[config.mk]
export PLATFORM = sky130hd
export DESIGN_NAME = sorted_array_priority_queue
export DESIGN_NICKNAME = d
export VERILOG_FILES = /design/src/design/sapq_pkg.sv /design/src/design/sorted_array_priority_queue.sv
export SDC_FILE = /design/constraint.sdc
export NUM_CORES = 1
export LEC_CHECK = 0
export BUFFER_PORTS_ARGS = -buffer_cell sky130_fd_sc_hd__buf_2
export CORE_MARGIN = 2
export CORE_UTILIZATION = 55
export DETAILED_ROUTE_END_ITERATION = 6
export HOLD_SLACK_MARGIN = 0.06
export PLACE_DENSITY = 0.72
export SLEW_MARGIN = 10
export SYNTH_ARGS = -nofsm -noshare
export SYNTH_HDL_FRONTEND = slang
export SYNTH_SLANG_ARGS = --single-unit
[constraint.sdc]
create_clock -name clk -period 14.5 [get_ports clk]
set_clock_uncertainty 0.15 [all_clocks]
set_input_delay 2.9 -clock clk [delete_from_list [all_inputs] [get_ports clk]]
set_output_delay 2.9 -clock clk [all_outputs]
set_load 0.01 [all_outputs]
[src/design/sapq_pkg.sv]
`default_nettype none
package sapq_pkg;

	// queue geometry
	localparam int DEPTH = 8;
	localparam int IDX_W = $clog2(DEPTH);

	// item field widths
	localparam int MODE_W  = 2;
	localparam int VALUE_W = 32;
	localparam int PRIO_W  = 8;
	localparam int STAT_W  = 2;
	localparam int OCC_W   = 7;

	// stream widths, padded to whole bytes
	localparam int IN_RAW_W  = MODE_W + VALUE_W + PRIO_W;
	localparam int IN_W      = ((IN_RAW_W + 7) / 8) * 8;
	localparam int OUT_RAW_W = STAT_W + VALUE_W + OCC_W + 2;
	localparam int OUT_W     = ((OUT_RAW_W + 7) / 8) * 8;

	// one stored entry
	localparam int ENTRY_W = VALUE_W + PRIO_W;

	// operation codes
	localparam logic [MODE_W-1:0] MODE_ENQ = 2'd0;
	localparam logic [MODE_W-1:0] MODE_DEQ = 2'd1;

	// result status codes
	localparam logic [STAT_W-1:0] STATUS_DONE  = 2'd0;
	localparam logic [STAT_W-1:0] STATUS_FULL  = 2'd1;
	localparam logic [STAT_W-1:0] STATUS_EMPTY = 2'd2;

	typedef struct packed {
		logic signed [VALUE_W-1:0] value;
		logic [PRIO_W-1:0]         prio;
	} entry_t;

endpackage
`default_nettype wire

[src/design/sorted_array_priority_queue.sv]
`default_nettype none
// Bounded priority queue of sapq_pkg::DEPTH entries, kept sorted by priority in a
// small single-write, single-read memory (read data registered). Each input
// transaction carries a mode (enqueue, dequeue head, query head), a signed value
// and an unsigned priority; each one yields exactly one result transaction with a
// status, the removed or peeked value, the occupancy and the empty/full flags after
// the operation. A new entry lands behind all entries of equal or higher priority.
// Insertion is done by one compare-and-move step a cycle: the sequencer walks from
// the tail toward the head, reading the next entry while it writes the previous one
// one slot up. An enqueue passes through the compare-and-move steps and then an
// insert step before the result is presented; dequeue and query first read the
// head entry; a refused enqueue or an access to an empty queue goes straight to the
// result. s_tready is high only while the sequencer is idle; one result register
// sits on the output so a stalled consumer delays only the next result, not the
// acceptance of the next transaction. Slots freed at the head are reused only after
// the queue has drained completely, so the queue reports full once the tail reaches
// the last slot.
module sorted_array_priority_queue (
	input  wire logic                   clk,
	input  wire logic                   arst_n,
	input  wire logic                   s_tvalid,
	output logic                        s_tready,
	// s_tdata, from bit 0: mode[1:0], value[31:0], prio[7:0], zero pad
	input  wire logic [sapq_pkg::IN_W-1:0] s_tdata,
	output logic                        m_tvalid,
	input  wire logic                   m_tready,
	// m_tdata, from bit 0: status[1:0], data_out[31:0], occupancy[6:0],
	// is_empty, is_full, zero pad
	output logic [sapq_pkg::OUT_W-1:0]  m_tdata
);
	import sapq_pkg::*;

	localparam logic [2:0] S_IDLE  = 3'd0;
	localparam logic [2:0] S_CMP   = 3'd1;
	localparam logic [2:0] S_INS   = 3'd2;
	localparam logic [2:0] S_HDATA = 3'd3;
	localparam logic [2:0] S_DONE  = 3'd4;

	localparam logic [IDX_W-1:0] LAST_IDX = IDX_W'(DEPTH - 1);

	// input fields
	logic [MODE_W-1:0]         in_mode;
	logic signed [VALUE_W-1:0] in_value;
	logic [PRIO_W-1:0]         in_prio;

	assign in_mode  = s_tdata[MODE_W-1:0];
	assign in_value = s_tdata[MODE_W +: VALUE_W];
	assign in_prio  = s_tdata[MODE_W+VALUE_W +: PRIO_W];

	// sequencer and queue state
	logic [2:0]         state_q, state_d;
	logic [IDX_W-1:0]   slot_q, slot_d;
	logic [IDX_W-1:0]   head_q, head_d;
	logic [IDX_W-1:0]   tail_q, tail_d;
	logic               empty_q, empty_d;
	logic               deq_q, deq_d;
	entry_t             new_q, new_d;
	logic [STAT_W-1:0]  res_status_q, res_status_d;
	logic signed [VALUE_W-1:0] res_data_q, res_data_d;

	// entry store
	entry_t             mem [DEPTH];
	entry_t             rd_q;
	logic [IDX_W-1:0]   rd_addr;
	logic               wr_en;
	logic [IDX_W-1:0]   wr_addr;
	entry_t             wr_data;

	// output register
	logic               m_tvalid_q;
	logic [OUT_W-1:0]   m_tdata_q;
	logic               out_load;

	logic               full;
	logic [OCC_W-1:0]   occupancy;
	logic [IDX_W-1:0]   slot_dec;

	assign full      = !empty_q && (tail_q == LAST_IDX);
	assign occupancy = empty_q ? '0 : OCC_W'(tail_q - head_q) + OCC_W'(1);
	assign slot_dec  = slot_q - IDX_W'(1);

	assign s_tready = (state_q == S_IDLE);
	assign out_load = (state_q == S_DONE) && (!m_tvalid_q || m_tready);

	always_comb begin
		state_d      = state_q;
		slot_d       = slot_q;
		head_d       = head_q;
		tail_d       = tail_q;
		empty_d      = empty_q;
		deq_d        = deq_q;
		new_d        = new_q;
		res_status_d = res_status_q;
		res_data_d   = res_data_q;
		rd_addr      = head_q;
		wr_en        = 1'b0;
		wr_addr      = slot_q;
		wr_data      = new_q;

		case (state_q)
			S_IDLE: begin
				// enqueue reads the tail entry, everything else the head entry
				rd_addr = (in_mode == MODE_ENQ) ? tail_q : head_q;
				if (s_tvalid) begin
					new_d.value  = in_value;
					new_d.prio   = in_prio;
					deq_d        = (in_mode == MODE_DEQ);
					res_status_d = STATUS_DONE;
					res_data_d   = '0;
					if (in_mode == MODE_ENQ) begin
						if (full) begin
							res_status_d = STATUS_FULL;
							state_d      = S_DONE;
						end else if (empty_q) begin
							slot_d  = '0;
							state_d = S_INS;
						end else begin
							slot_d  = tail_q + IDX_W'(1);
							state_d = S_CMP;
						end
					end else if (empty_q) begin
						res_status_d = STATUS_EMPTY;
						state_d      = S_DONE;
					end else begin
						state_d = S_HDATA;
					end
				end
			end
			S_CMP: begin
				// rd_q holds the entry at slot_q-1
				if (new_q.prio > rd_q.prio) begin
					// move it up one slot and fetch the next one toward the head
					wr_en   = 1'b1;
					wr_addr = slot_q;
					wr_data = rd_q;
					slot_d  = slot_dec;
					rd_addr = slot_dec - IDX_W'(1);
					if (slot_dec <= head_q) begin
						state_d = S_INS;
					end
				end else begin
					state_d = S_INS;
				end
			end
			S_INS: begin
				wr_en   = 1'b1;
				wr_addr = slot_q;
				wr_data = new_q;
				if (empty_q) begin
					head_d  = '0;
					tail_d  = '0;
					empty_d = 1'b0;
				end else begin
					tail_d = tail_q + IDX_W'(1);
				end
				state_d = S_DONE;
			end
			S_HDATA: begin
				res_data_d = rd_q.value;
				if (deq_q) begin
					if (head_q == tail_q) begin
						// last entry gone: rewind to slot 0
						head_d  = '0;
						tail_d  = '0;
						empty_d = 1'b1;
					end else begin
						head_d = head_q + IDX_W'(1);
					end
				end
				state_d = S_DONE;
			end
			S_DONE: begin
				if (out_load) begin
					state_d = S_IDLE;
				end
			end
			default: begin
				state_d = S_IDLE;
			end
		endcase
	end

	always_ff @(posedge clk or negedge arst_n) begin
		if (!arst_n) begin
			state_q    <= S_IDLE;
			head_q     <= '0;
			tail_q     <= '0;
			empty_q    <= 1'b1;
			m_tvalid_q <= 1'b0;
		end else begin
			state_q <= state_d;
			head_q  <= head_d;
			tail_q  <= tail_d;
			empty_q <= empty_d;
			if (out_load) begin
				m_tvalid_q <= 1'b1;
			end else if (m_tready) begin
				m_tvalid_q <= 1'b0;
			end
		end
	end

	// payload registers
	always_ff @(posedge clk) begin
		slot_q       <= slot_d;
		deq_q        <= deq_d;
		new_q        <= new_d;
		res_status_q <= res_status_d;
		res_data_q   <= res_data_d;
		if (out_load) begin
			m_tdata_q <= OUT_W'({full, empty_q, occupancy, res_data_q, res_status_q});
		end
	end

	// entry store: one write port, one registered read port
	always_ff @(posedge clk) begin
		if (wr_en) begin
			mem[wr_addr] <= wr_data;
		end
		rd_q <= mem[rd_addr];
	end

	assign m_tvalid = m_tvalid_q;
	assign m_tdata  = m_tdata_q;

endmodule
`default_nettype wire
==> impl_metrics.ini <==
[cells_and_area]
fin_cells = 2478
nets = 1971
multi_input_area_sq_um = 8237
diodes = 0
fill_cells = 3206
area_growth_syn_to_layout_pct = 9.513
regArea_sq_um = 14260
drive_above_1_share = 0.1331
finalInstanceArea_sq_um = 25520

[worst_setup_path]
max_stage_delay_ps = 920
rr_worst_depth = 10
r2r_end = rd_q[2]$_DFF_P_
cp-start-kind = input pin
path_cells = buf_2, or4b_1, a31oi_4, buf_4, buf_4, nand2_1, a22oi_1, a311oi_1, mux2i_1, mux2_2
critPathMaxFanout = 84
slowest_stage = buf_4
end_kind = flop
startpoint = s_tdata[1]
required_ps = 14880
r2r_slack_ps = 9110
r2r_start = new_q[1]$_DFFE_PP_
crit_arrival_ps = 6380
crit_type = in2reg
cp_common_cell = buf_4

[synthesis]
synth.distinct_cells = 59
syn_area_sq_um = 23310
ys_seq_area_frac = 0.6118
synth_edf_count = 439
synth_warnings = 0
syn_avg_cell_area_sq_um = 12.15
ys.flop_type = edfxtp_1
syn_inst = 1919
async_flop_share = 0.02245
ys_ff_latch = 490

[clock_tree]
cts_sinks = 490
htree_levels = 2
insertion_delay_ps = 590
cts_buffers = 51
clk_path_buf_depth = 3
cts_tree = built
postCtsHoldBufs = 0
cts_setup_buffers = 0
cts-resized-gates = 0
root_buffer = clkbuf_16
clkTransAtPathRegs_ps = 60

[grt]
grt_max_degree = 258
grt_pass1_vias = 16410
grt_usage = 0.2549
grt_pass1_wl_mm = 87.47
overflow = 0
antenna_found_initial = 0

[routing]
drt-pass1-iter-count = 5
drtIter0Drc = 1801
postRouteAntennaNets = 0
drt-total-wl_mm = 56.91
via_per_inst = 6.619
route.detailed.drc = 0
wire_per_inst_um = 22.97
vias = 16400

[power_and_ir_drop]
p_per_area_nw_per_um2 = 186.3
leakage_nw = 9.722
vdd_drop_max_mv = 0.1639

[worst_hold_path]
min_from = res_data_q[11]$_SDFFCE_PN0P_
holdPathEnd = m_tdata[13]$_DFFE_PP_
worstHoldPathType = reg2reg
hold_depth = 0

[sta]
fin_crit_ps = 6001
slew_headroom = 0.08818
rsz0062_at_grt = false
fin_setup_tns_ps = 0
fin_crit_sh = 0.4139
max_freq_ghz = 0.1666
hold_violations = 0
worstMarginPinSlew_ps = 1368
slew_violations = 0
setup-violations-final = 0

[place]
dp_hpwl_mm = 27.92
placed_area_sq_um = 23930
dp_cells = 2383
gp_congestion = 0.8001
io_buffers = 90

[die]
die-area_sq_um = 44040
die_w_um = 209.9
io_pins = 102
rows = 75
start_util = 0.5569
dieHeight_um = 209.9
core_area_sq_um = 41850

[job]
drv_cap = 0

[outcome]
status = completed
[how the worst max path moves through the flow]
stage | to | slack, ps | cells past startpoint
floorplan | mem[4][0]$_DFFE_PP_ | 8940 | 8
global placement | rd_q[19]$_DFF_P_ | 8080 | 10
detailed placement | rd_q[19]$_DFF_P_ | 7960 | 10
CTS | rd_q[19]$_DFF_P_ | 8580 | 10
global route | rd_q[28]$_DFF_P_ | 8360 | 10
finish | rd_q[19]$_DFF_P_ | 8500 | 10
[registers in the layout, indices dropped and copies added (netlist names), 2 cells and up]
register and flops:
tail_q 3, res_status_q 2, m_tdata 41, slot_q 3, head_q 3, state_q 3, mem 320, res_data_q 32
new_q 40, rd_q 40
[through the flow]
stage	setup WS, ps	utilization	hold WS (ps)	power, mW
floorplan	8942	-	250.3	3.084
global placement	8083	0.5717	251.7	3.475
detailed placement	7963	0.5717	254.5	3.531
CTS	8585	0.6092	267.8	4.762
global route	8363	0.6099	269.2	4.980
finish	8499	0.6099	266.6	4.755
[critical path: cells and delay by family]
family	cells	cell delay (ps)
compound gates	3	520
mux	2	400
simple gates	2	730
buf+inv	3	1780
[metal layers]
metal | vias to the layer above | wire (um) | GRT usage
met3 | 138 | 3551 | 0.03576
met5 | - | 0 | 0
li1 | 7424 | - | -
met2 | 690 | 29070 | 0.4464
met1 | 8150 | 22470 | 0.3145
met4 | 0 | 1819 | 0.1171
[power breakdown]
group	leakage (nW)	switching, mW	internal (mW)
sequential	4.49	0.108	1.93
clock	0.780	0.525	0.709
combinational	4.45	1.03	0.451
total	9.72	1.66	3.09
[cells by family (layout without fill, tap and decap cells)]
kind of cell             count (synthesis)  after routing  synth area share
AND/OR/NAND/NOR                        696            696            0.1550
flip-flops                             490            490            0.6118
AO/OA/AOI/OAI                          366            366            0.1237
buffers and inverters                  217            233           0.04026
multiplexers                           122            122           0.05465
adder cells (fa/ha/maj)                 21             21           0.01160
XOR/XNOR                                 6              6          0.002845
other                                    1              5         0.0001609
[cell usage after synthesis, types with 2 or more instances]
library cell	instances	area [sq um]
nand2_1	440	1652
edfxtp_1	439	13180
and4_1	157	1375
a22oi_1	156	1171
a311oi_1	156	1366
clkbuf_1	142	533.0
mux2i_1	80	800.8
mux2_2	42	473.0
dfxtp_1	40	800.8
buf_2	39	195.2
and3_1	34	212.7
inv_1	21	78.83
ha_1	20	250.2
nor2_1	20	75.07
o21ai_0	20	100.1
a21oi_1	10	50.05
dfrtp_1	10	250.2
buf_4	9	67.56
nor3_1	8	40.04
nand2b_1	7	43.79
nor2b_1	6	37.54
and2_1	4	25.02
buf_6	4	45.04
nor3b_1	4	30.03
a21o_1	3	22.52
a31oi_1	3	18.77
nand3_1	3	15.01
o22ai_1	3	18.77
or2_2	3	18.77
xnor2_1	3	26.28
a2111oi_0	2	17.52
nand4_1	2	12.51
o211ai_1	2	15.01
xor2_1	2	17.52
[cell type report]
class	instances	area share
Clock buffer	66	0.05466
Sequential cell	490	0.5587
Clock inverter	28	0.006814
Timing Repair Buffer	118	0.02765
Inverter	21	0.003088
Multi-Input combinational cell	1216	0.3227
Tap cell	539	0.02642
[layout by cell type (no fill, tap or decap), drive strengths merged, types with 2 or more instances in the layout]
cell,n
nand2,440
edfxtp,439
and4,157
a22oi,156
a311oi,156
buf,118
mux2i,80
clkbuf,66
mux2,42
dfxtp,40
and3,34
clkinv,26
inv,21
o21ai,20
ha,20
nor2,20
a21oi,10
dfrtp,10
nor3,9
nand2b,7
nor2b,6
conb,5
and2,4
nand3,4
nor3b,4
or2,3
a21o,3
o22ai,3
xnor2,3
nand4,3
a31oi,3
xor2,2
o211ai,2
a2111oi,2
bufinv,2
No activity file was read; power rests on OpenSTA's default activity.
